**config.mk**
```make
export PLATFORM = sky130hd
export DESIGN_NAME = two_axis_hill_climb_tracker
export DESIGN_NICKNAME = d
export VERILOG_FILES = /design/src/sv/hct_pkg.sv /design/src/sv/two_axis_hill_climb_tracker.sv
export SDC_FILE = /design/constraint.sdc
export NUM_CORES = 1
export LEC_CHECK = 0
export BUFFER_PORTS_ARGS = -buffer_cell sky130_fd_sc_hd__buf_2
export CAP_MARGIN = 20
export CELL_PAD_IN_SITES_DETAIL_PLACEMENT = 2
export CELL_PAD_IN_SITES_GLOBAL_PLACEMENT = 2
export CORE_MARGIN = 2
export CORE_UTILIZATION = 40
export DETAILED_ROUTE_END_ITERATION = 16
export GPL_ROUTABILITY_DRIVEN = 0
export PLACE_DENSITY_LB_ADDON = 0.08
export SLEW_MARGIN = 0
export SYNTH_ARGS = -nofsm -noshare
export SYNTH_HDL_FRONTEND = slang
export SYNTH_SLANG_ARGS = --single-unit
```
**constraint.sdc**
```tcl
create_clock -name clk -period 8.1 [get_ports clk]
set_input_delay 1.62 -clock clk [delete_from_list [all_inputs] [get_ports clk]]
set_output_delay 1.62 -clock clk [all_outputs]
set_load 0.05 [all_outputs]
```
**src/sv/hct_pkg.sv**
```systemverilog
`default_nettype none
package hct_pkg;

	localparam int ANGLE_W  = 8;
	localparam int GAIN_W   = 12;
	localparam int OFFSET_W = 10;
	localparam int ADDR_W   = 5;
	localparam int DATA_W   = 32;
	localparam int REG_W    = ADDR_W - 2;
	localparam int Q_SHIFT  = 10;

	localparam logic [REG_W-1:0] REG_STEP    = 3'd0;
	localparam logic [REG_W-1:0] REG_GAIN    = 3'd1;
	localparam logic [REG_W-1:0] REG_OFFSET  = 3'd2;
	localparam logic [REG_W-1:0] REG_START_X = 3'd3;
	localparam logic [REG_W-1:0] REG_START_Y = 3'd4;

	localparam logic [1:0] PH_UP_REF   = 2'd0;
	localparam logic [1:0] PH_UP_CLIMB = 2'd1;
	localparam logic [1:0] PH_DN_REF   = 2'd2;
	localparam logic [1:0] PH_DN_CLIMB = 2'd3;

	localparam logic AXIS_Y = 1'b0;
	localparam logic AXIS_X = 1'b1;

	localparam logic [ANGLE_W-1:0]  RST_STEP   = 8'd10;
	localparam logic [GAIN_W-1:0]   RST_GAIN   = 12'd535;
	localparam logic [OFFSET_W-1:0] RST_OFFSET = 10'd29;

endpackage
`default_nettype wire

```
**src/sv/two_axis_hill_climb_tracker.sv**
```systemverilog
`default_nettype none
// Two-axis hill-climbing sun tracker. Each sample request carries one light level measured
// at the angles of the previous result, and gives exactly one result: both angles, both
// servo pulse counts, the axis and phase the next sample belongs to, and on the sample that
// ends an axis search the best level found. The search climbs axis y up then down from its
// origin, sets the better side (up on a tie), then does the same on axis x, and repeats.
// A sample with restart set loads the start angles and begins again on axis y.
// One sample is taken every cycle into the input register unless a result waits, which holds
// the whole pipeline; search state update, then pulse multiply into the result register.
// pulse = (angle * pulse_gain_q10) >> 10 + pulse_offset, saturated at all ones. The user must
// write the configuration registers over the APB port at byte addresses 0, 4, 8, 12, 16 (step,
// gain, offset, start x, start y) only while no sample is in flight; the block does not check.
module two_axis_hill_climb_tracker #(
	parameter int MAX_ANGLE  = 180,
	parameter int LEVEL_BITS = 12,
	parameter int PULSE_BITS = 10
) (
	input  logic                         clk,
	input  logic                         arst_n,
	input  logic                         psel,
	input  logic                         penable,
	input  logic                         pwrite,
	input  logic [hct_pkg::ADDR_W-1:0]   paddr,
	input  logic [hct_pkg::DATA_W-1:0]   pwdata,
	output logic [hct_pkg::DATA_W-1:0]   prdata,
	output logic                         pready,
	input  logic                         sample_valid,
	output logic                         sample_ready,
	input  logic [LEVEL_BITS-1:0]        light_level,
	input  logic                         restart,
	output logic                         result_valid,
	input  logic                         result_ready,
	output logic [hct_pkg::ANGLE_W-1:0]  angle_x,
	output logic [hct_pkg::ANGLE_W-1:0]  angle_y,
	output logic [PULSE_BITS-1:0]        pulse_x,
	output logic [PULSE_BITS-1:0]        pulse_y,
	output logic                         active_axis,
	output logic [1:0]                   search_phase,
	output logic                         axis_done,
	output logic [LEVEL_BITS-1:0]        best_level
);
	import hct_pkg::*;

	localparam logic [ANGLE_W-1:0] MAX_A = ANGLE_W'(MAX_ANGLE);
	localparam int PROD_W = ANGLE_W + GAIN_W;
	localparam int SUM_W  = (PULSE_BITS > OFFSET_W + 1) ? PULSE_BITS : OFFSET_W + 1;
	localparam logic [SUM_W-1:0] PULSE_MAX = SUM_W'((64'd1 << PULSE_BITS) - 64'd1);

	logic [ANGLE_W-1:0]  step_q;
	logic [GAIN_W-1:0]   gain_q;
	logic [OFFSET_W-1:0] offset_q;
	logic [ANGLE_W-1:0]  start_x_q;
	logic [ANGLE_W-1:0]  start_y_q;

	logic                cfg_wr;
	logic [REG_W-1:0]    cfg_idx;

	logic                  adv;
	logic                  valid_s1, valid_s2, valid_s3;
	logic [LEVEL_BITS-1:0] level_s1;
	logic                  restart_s1;

	logic [1:0]            phase_q, phase_n;
	logic                  axis_q, axis_n;
	logic [ANGLE_W-1:0]    cur_x_q, cur_x_n, cur_y_q, cur_y_n;
	logic [ANGLE_W-1:0]    origin_q, origin_n, trial_q, trial_n, good_q, good_n;
	logic [LEVEL_BITS-1:0] ref_q, ref_n, up_level_q, up_level_n;
	logic [ANGLE_W-1:0]    up_angle_q, up_angle_n;
	logic                  done_c, done_s2;
	logic [LEVEL_BITS-1:0] best_c, best_s2;

	logic [ANGLE_W-1:0]    angle_x_s3, angle_y_s3;
	logic [PULSE_BITS-1:0] pulse_x_s3, pulse_y_s3;
	logic                  axis_s3, done_s3;
	logic [1:0]            phase_s3;
	logic [LEVEL_BITS-1:0] best_s3;

	function automatic logic [ANGLE_W-1:0] sat_angle(input logic [ANGLE_W-1:0] a);
		return (a > MAX_A) ? MAX_A : a;
	endfunction

	function automatic logic [ANGLE_W-1:0] step_up(input logic [ANGLE_W-1:0] a,
			input logic [ANGLE_W-1:0] s);
		logic [ANGLE_W:0] t;
		t = {1'b0, a} + {1'b0, s};
		return (t >= {1'b0, MAX_A}) ? MAX_A : t[ANGLE_W-1:0];
	endfunction

	function automatic logic [ANGLE_W-1:0] step_down(input logic [ANGLE_W-1:0] a,
			input logic [ANGLE_W-1:0] s);
		return (a >= s) ? a - s : '0;
	endfunction

	function automatic logic [PULSE_BITS-1:0] to_pulse(input logic [ANGLE_W-1:0] a,
			input logic [GAIN_W-1:0] g, input logic [OFFSET_W-1:0] o);
		logic [PROD_W-1:0] prod;
		logic [SUM_W-1:0]  sum;
		prod = PROD_W'(a) * PROD_W'(g);
		sum  = SUM_W'(prod[PROD_W-1:Q_SHIFT]) + SUM_W'(o);
		return (sum > PULSE_MAX) ? PULSE_MAX[PULSE_BITS-1:0] : sum[PULSE_BITS-1:0];
	endfunction

	// configuration port
	assign pready  = 1'b1;
	assign cfg_idx = paddr[ADDR_W-1:2];
	assign cfg_wr  = psel && penable && pwrite && pready;

	always_ff @(posedge clk or negedge arst_n) begin
		if (!arst_n) begin
			step_q    <= RST_STEP;
			gain_q    <= RST_GAIN;
			offset_q  <= RST_OFFSET;
			start_x_q <= '0;
			start_y_q <= '0;
		end else if (cfg_wr) begin
			unique case (cfg_idx)
				REG_STEP:    step_q    <= pwdata[ANGLE_W-1:0];
				REG_GAIN:    gain_q    <= pwdata[GAIN_W-1:0];
				REG_OFFSET:  offset_q  <= pwdata[OFFSET_W-1:0];
				REG_START_X: start_x_q <= pwdata[ANGLE_W-1:0];
				REG_START_Y: start_y_q <= pwdata[ANGLE_W-1:0];
				default: ;
			endcase
		end
	end

	always_comb begin
		unique case (cfg_idx)
			REG_STEP:    prdata = DATA_W'(step_q);
			REG_GAIN:    prdata = DATA_W'(gain_q);
			REG_OFFSET:  prdata = DATA_W'(offset_q);
			REG_START_X: prdata = DATA_W'(start_x_q);
			REG_START_Y: prdata = DATA_W'(start_y_q);
			default:     prdata = '0;
		endcase
	end

	// whole pipeline moves together
	assign adv          = !valid_s3 || result_ready;
	assign sample_ready = adv;

	always_ff @(posedge clk or negedge arst_n) begin
		if (!arst_n) begin
			valid_s1 <= 1'b0;
			valid_s2 <= 1'b0;
			valid_s3 <= 1'b0;
		end else if (adv) begin
			valid_s1 <= sample_valid;
			valid_s2 <= valid_s1;
			valid_s3 <= valid_s2;
		end
	end

	always_ff @(posedge clk) begin
		if (adv) begin
			level_s1   <= light_level;
			restart_s1 <= restart;
		end
	end

	// search step
	always_comb begin
		phase_n    = phase_q;
		axis_n     = axis_q;
		cur_x_n    = cur_x_q;
		cur_y_n    = cur_y_q;
		origin_n   = origin_q;
		trial_n    = trial_q;
		good_n     = good_q;
		ref_n      = ref_q;
		up_level_n = up_level_q;
		up_angle_n = up_angle_q;
		done_c     = 1'b0;
		best_c     = '0;
		if (restart_s1) begin
			cur_x_n  = sat_angle(start_x_q);
			cur_y_n  = sat_angle(start_y_q);
			axis_n   = AXIS_Y;
			phase_n  = PH_UP_REF;
			origin_n = sat_angle(start_y_q);
		end else begin
			unique case (phase_q)
				PH_UP_REF: begin
					ref_n   = level_s1;
					good_n  = origin_q;
					trial_n = step_up(origin_q, step_q);
					phase_n = PH_UP_CLIMB;
				end
				PH_UP_CLIMB: begin
					if (level_s1 > ref_q) begin
						ref_n   = level_s1;
						good_n  = trial_q;
						trial_n = step_up(trial_q, step_q);
					end else begin
						up_level_n = ref_q;
						up_angle_n = good_q;
						phase_n    = PH_DN_REF;
					end
				end
				PH_DN_REF: begin
					ref_n   = level_s1;
					good_n  = origin_q;
					trial_n = step_down(origin_q, step_q);
					phase_n = PH_DN_CLIMB;
				end
				PH_DN_CLIMB: begin
					if (level_s1 > ref_q) begin
						ref_n   = level_s1;
						good_n  = trial_q;
						trial_n = step_down(trial_q, step_q);
					end else begin
						done_c   = 1'b1;
						best_c   = (up_level_q >= ref_q) ? up_level_q : ref_q;
						axis_n   = ~axis_q;
						origin_n = (axis_q == AXIS_X) ? cur_y_q : cur_x_q;
						phase_n  = PH_UP_REF;
					end
				end
				default: ;
			endcase
		end
	end

	// commanded angle of the axis under search
	logic [ANGLE_W-1:0] axis_angle_c;
	logic               axis_set_c;

	always_comb begin
		axis_set_c   = 1'b0;
		axis_angle_c = trial_n;
		if (!restart_s1) begin
			unique case (phase_q)
				PH_UP_REF, PH_DN_REF: begin
					axis_set_c   = 1'b1;
					axis_angle_c = trial_n;
				end
				PH_UP_CLIMB: begin
					axis_set_c   = 1'b1;
					axis_angle_c = (level_s1 > ref_q) ? trial_n : origin_q;
				end
				PH_DN_CLIMB: begin
					axis_set_c = 1'b1;
					if (level_s1 > ref_q) begin
						axis_angle_c = trial_n;
					end else begin
						axis_angle_c = (up_level_q >= ref_q) ? up_angle_q : good_q;
					end
				end
				default: ;
			endcase
		end
	end

	always_ff @(posedge clk or negedge arst_n) begin
		if (!arst_n) begin
			phase_q    <= PH_UP_REF;
			axis_q     <= AXIS_Y;
			cur_x_q    <= '0;
			cur_y_q    <= '0;
			origin_q   <= '0;
			trial_q    <= '0;
			good_q     <= '0;
			ref_q      <= '0;
			up_level_q <= '0;
			up_angle_q <= '0;
		end else if (adv && valid_s1) begin
			phase_q    <= phase_n;
			axis_q     <= axis_n;
			origin_q   <= origin_n;
			trial_q    <= trial_n;
			good_q     <= good_n;
			ref_q      <= ref_n;
			up_level_q <= up_level_n;
			up_angle_q <= up_angle_n;
			cur_x_q    <= (axis_set_c && axis_q == AXIS_X) ? axis_angle_c : cur_x_n;
			cur_y_q    <= (axis_set_c && axis_q == AXIS_Y) ? axis_angle_c : cur_y_n;
		end
	end

	// the search state doubles as the second stage's angles, axis and phase
	always_ff @(posedge clk) begin
		if (adv) begin
			done_s2 <= done_c;
			best_s2 <= best_c;
		end
	end

	always_ff @(posedge clk) begin
		if (adv) begin
			angle_x_s3 <= cur_x_q;
			angle_y_s3 <= cur_y_q;
			pulse_x_s3 <= to_pulse(cur_x_q, gain_q, offset_q);
			pulse_y_s3 <= to_pulse(cur_y_q, gain_q, offset_q);
			axis_s3    <= axis_q;
			phase_s3   <= phase_q;
			done_s3    <= done_s2;
			best_s3    <= best_s2;
		end
	end

	assign result_valid = valid_s3;
	assign angle_x      = angle_x_s3;
	assign angle_y      = angle_y_s3;
	assign pulse_x      = pulse_x_s3;
	assign pulse_y      = pulse_y_s3;
	assign active_axis  = axis_s3;
	assign search_phase = phase_s3;
	assign axis_done    = done_s3;
	assign best_level   = best_s3;

	a_done_phase: assert property (@(posedge clk) disable iff (!arst_n)
		result_valid && axis_done |-> search_phase == PH_UP_REF)
		else $error("axis finished but next phase is not the up reference");

	a_best_zero: assert property (@(posedge clk) disable iff (!arst_n)
		result_valid && !axis_done |-> best_level == '0)
		else $error("best level set without a finished axis");

	a_angle_range: assert property (@(posedge clk) disable iff (!arst_n)
		valid_s2 |-> cur_x_q <= MAX_A && cur_y_q <= MAX_A)
		else $error("commanded angle beyond limit");

	a_restart: assert property (@(posedge clk) disable iff (!arst_n)
		adv && valid_s1 && restart_s1 |=> phase_q == PH_UP_REF && axis_q == AXIS_Y
			&& !done_s2)
		else $error("restart did not begin the y search");

endmodule
`default_nettype wire
```
==> run summary <==
Timing
- Max transition margin: 0.264
- crit path setup slack, layout: 595 ps
- f_max: 133 MHz
- sum of negative setup slack: 0 ps
- final worst path period share: 0.926
- Final Hold Violating Endpoints: 0
- worst clock skew on the final layout: 21.2 ps
- unrepaired setup endpoints after global routing: no
- Min Clock Period, post-route: 7500 ps
- final-report max-slew violation count: 0
- Setup Viol. Count Final: 0
- slew at the pin closest to its max-slew limit: 1100 ps

Flow run
- Max-cap violations: 0

Clock network
- number of buffers between clock root and the deepest sink: 3
- postcts setup bufs: 0
- CTS sink count: 202
- Post-CTS Hold Buffers: 0
- clock tree from TritonCTS: built
- clock root buffer master: clkbuf_16
- source-to-sink clock delay at the later pin of the worst-skew pair: 560 ps
- level count of the clock H-tree: 1
- number of cells upsized or downsized after cts: 0
- Reg clk slew, reported paths: 60 ps
- total CTS buffers: 25

Layout
- total area of multi-input combinational cells: 10900 um2
- sequential cell area in the final layout: 5460 um2
- count of antenna diodes in the layout: 0
- proportion of layout cells with a drive suffix above 1: 0.151
- Area Overhead vs Synth: 10.4%
- final instance area: 19300 um2
- count of nets after finishing: 2166
- Filler Cell Count: 4583

Run status
- run status: finished, final reports clean

Worst hold path
- worst min-delay path startpoint: best_s2[6]
- path type of the worst min-delay path: register to register
- worst min-delay path endpoint: best_level[6]
- cell depth of the worst min-delay path: 0

Place
- Post-Place Worst Slack: 600 ps
- HPWL after DPL: 42500 um
- post-detailed-placement cell area: 18500 um2
- number of buffers inserted by port buffering: 100

Worst setup path
- worst reg-to-reg setup slack: 600 ps
- worst path arrival time: 7750 ps
- Critical Path Fanout Max: 18
- Crit Path Category: register to register
- data required time at the worst endpoint: 8350 ps
- worst reg-to-reg path cell count: 25
- critical path capture point type: register
- endpoint of the lowest-slack register-to-register path: pulse_x[8]
- Setup crit start kind: register
- launch point of the worst reg-to-reg path: gain_q[3]

Synthesis
- top-area cell type share of the netlist area: 0.162
- leading cell types by count after synthesis: 202 x inv_1, 154 x ha_1, 144 x and2_1
- sequential-to-total area share from yosys stat: 0.312
- flops & latches, synth: 202
- most common cell in the synthesized netlist: inv_1
- synthesized netlist cell count: 1760
- Mean Syn Cell Area: 9.95 um2
- leading register cell type out of synthesis: dfrtp_1
- post-synthesis instance area: 17500 um2
- top cells by area in the synthesized netlist: dfrtp_1 16%, fa_1 14%, edfxtp_1 13%
- share of async-settable or async-resettable flops after synthesis: 0.614
- count of flip-flops with a built-in enable after synthesis: 78
- largest area contributor in the synthesized netlist: dfrtp_1
- number of warnings printed during yosys synthesis: 0
- number of distinct library cells after synthesis: 85

Drt
- via total after detailed routing: 13379
- routed vias/inst: 5.50
- Routed wire per std cell: 23.1 um
- initial DRC count: 600
- first drt pass iteration count: 5
- Post-DRT Antenna Nets: 0
- post-detailed-routing wire length: 56200 um
- DRC violations left: 0

Die
- vertical die dimension: 213 um
- area of the die: 45500 um2
- Die Span X: 213 um
- Core Box Area: 43200 um2
- effective utilization at floorplan: 0.405
- ports placed on the boundary: 144
- number of standard-cell rows in the floorplan: 76

GRT
- largest net degree at the start of global routing: 64
- total overflow reported by the global router: 0
- first-pass GRT wire length: 89300 um
- vias in the first global route: 15165
- number of antenna violations at the first check in global routing: 2
- total global routing track utilization: 0.256

-- layout make-up --
type | instances | area share
Multi-Input combinational cell | 1281 | 0.566
Clock buffer | 34 | 0.0347
Sequential cell | 202 | 0.283
Tap cell | 585 | 0.0379
Timing Repair Buffer | 117 | 0.0328
Inverter | 204 | 0.0396
Clock inverter | 10 | 0.00609
-- worst max path at each step --
| stage | to | slack [ps] | from | cells after the start |
|---|---|---|---|---|
| floorplan | pulse_x[0] | 1790 | gain_q[2] | 26 |
| detailed placement | pulse_x[8] | 600 | gain_q[3] | 25 |
| CTS | pulse_x[8] | 560 | gain_q[3] | 25 |
| finish | pulse_x[8] | 600 | gain_q[3] | 25 |
| global placement | pulse_x[8] | 810 | gain_q[3] | 25 |
| global route | pulse_x[1] | 40 | gain_q[5] | 25 |
-- sequential cells by signal, summed over array words and instances, names as in the netlist, 10 cells and up --
register and count:
pulse_x 10, up_level_q 12, best_level 12, gain_q 12
pulse_y 10, best_s2 12, ref_q 12, level_s1 12
offset_q 10
-- worst max-delay path: stages, from the launching register on --
cell	delay, ps
dfrtp_1	880
and2_1	250
fa_1	450
fa_1	530
fa_1	550
inv_1	60
fa_1	540
inv_1	50
ha_1	310
a21oi_1	130
o21ai_0	130
nor3b_1	360
nor2b_1	120
o21a_1	200
nor2_1	120
xnor2_1	230
ha_1	350
a21o_1	180
a21oi_1	230
o21bai_1	90
a21oi_1	220
o21bai_1	100
a21oi_1	310
nor2_1	110
a211oi_2	550
nand2_1	170
-- stage by stage --
stage	utilization	hold WS, ps	std cells
floorplan	-	400	1779
finish	0.447	426	2433
CTS	0.447	430	2432
global route	0.447	430	2433
detailed placement	0.429	415	2388
global placement	0.429	400	2388
-- cell families after synthesis --
kind of cell               synth area share
DFF                                   0.312
xor gates and xnor gates             0.0205
buffers and inverters                0.0692
adders and majority gates             0.252
other                              0.000429
AOI/OAI and AO/OA                     0.127
and+or+nand+nor                       0.150
muxes                                0.0686
-- per-layer routing --
layer	global-route usage	vias to the layer above	wire length (um)
met3	0.0221	44	1470
li1	-	6146	-
met2	0.440	185	27000
met1	0.361	7004	27000
met4	0.0371	0	726
met5	0	-	0
-- layout by cell type (no fill, tap or decap), types with 7 or more instances in the layout --
cell type and instances:
buf_4 17, clkbuf_16 25, a211oi_1 10, a21oi_1 73
edfxtp_1 78, nor2b_1 20, a22oi_1 21, conb_1 21
o22ai_1 15, mux2i_1 21, nor2_1 91, ha_1 154
a21o_1 11, nor3b_1 7, xnor2_1 35, nand2_1 134
o21ai_0 58, or3_1 10, o21bai_1 12, a31oi_1 10
nand3_1 24, o21a_1 9, nand2b_1 17, fa_1 124
dfstp_2 11, mux2_2 88, dfrtp_1 113, nor3_1 23
inv_1 202, and2_1 144, nand4_1 13, o31ai_1 9
clkbuf_1 8, o211ai_1 10, buf_2 99
Power is not shown: default switching activity piles up to over one toggle a cycle in this logic, so the estimate is an artifact.
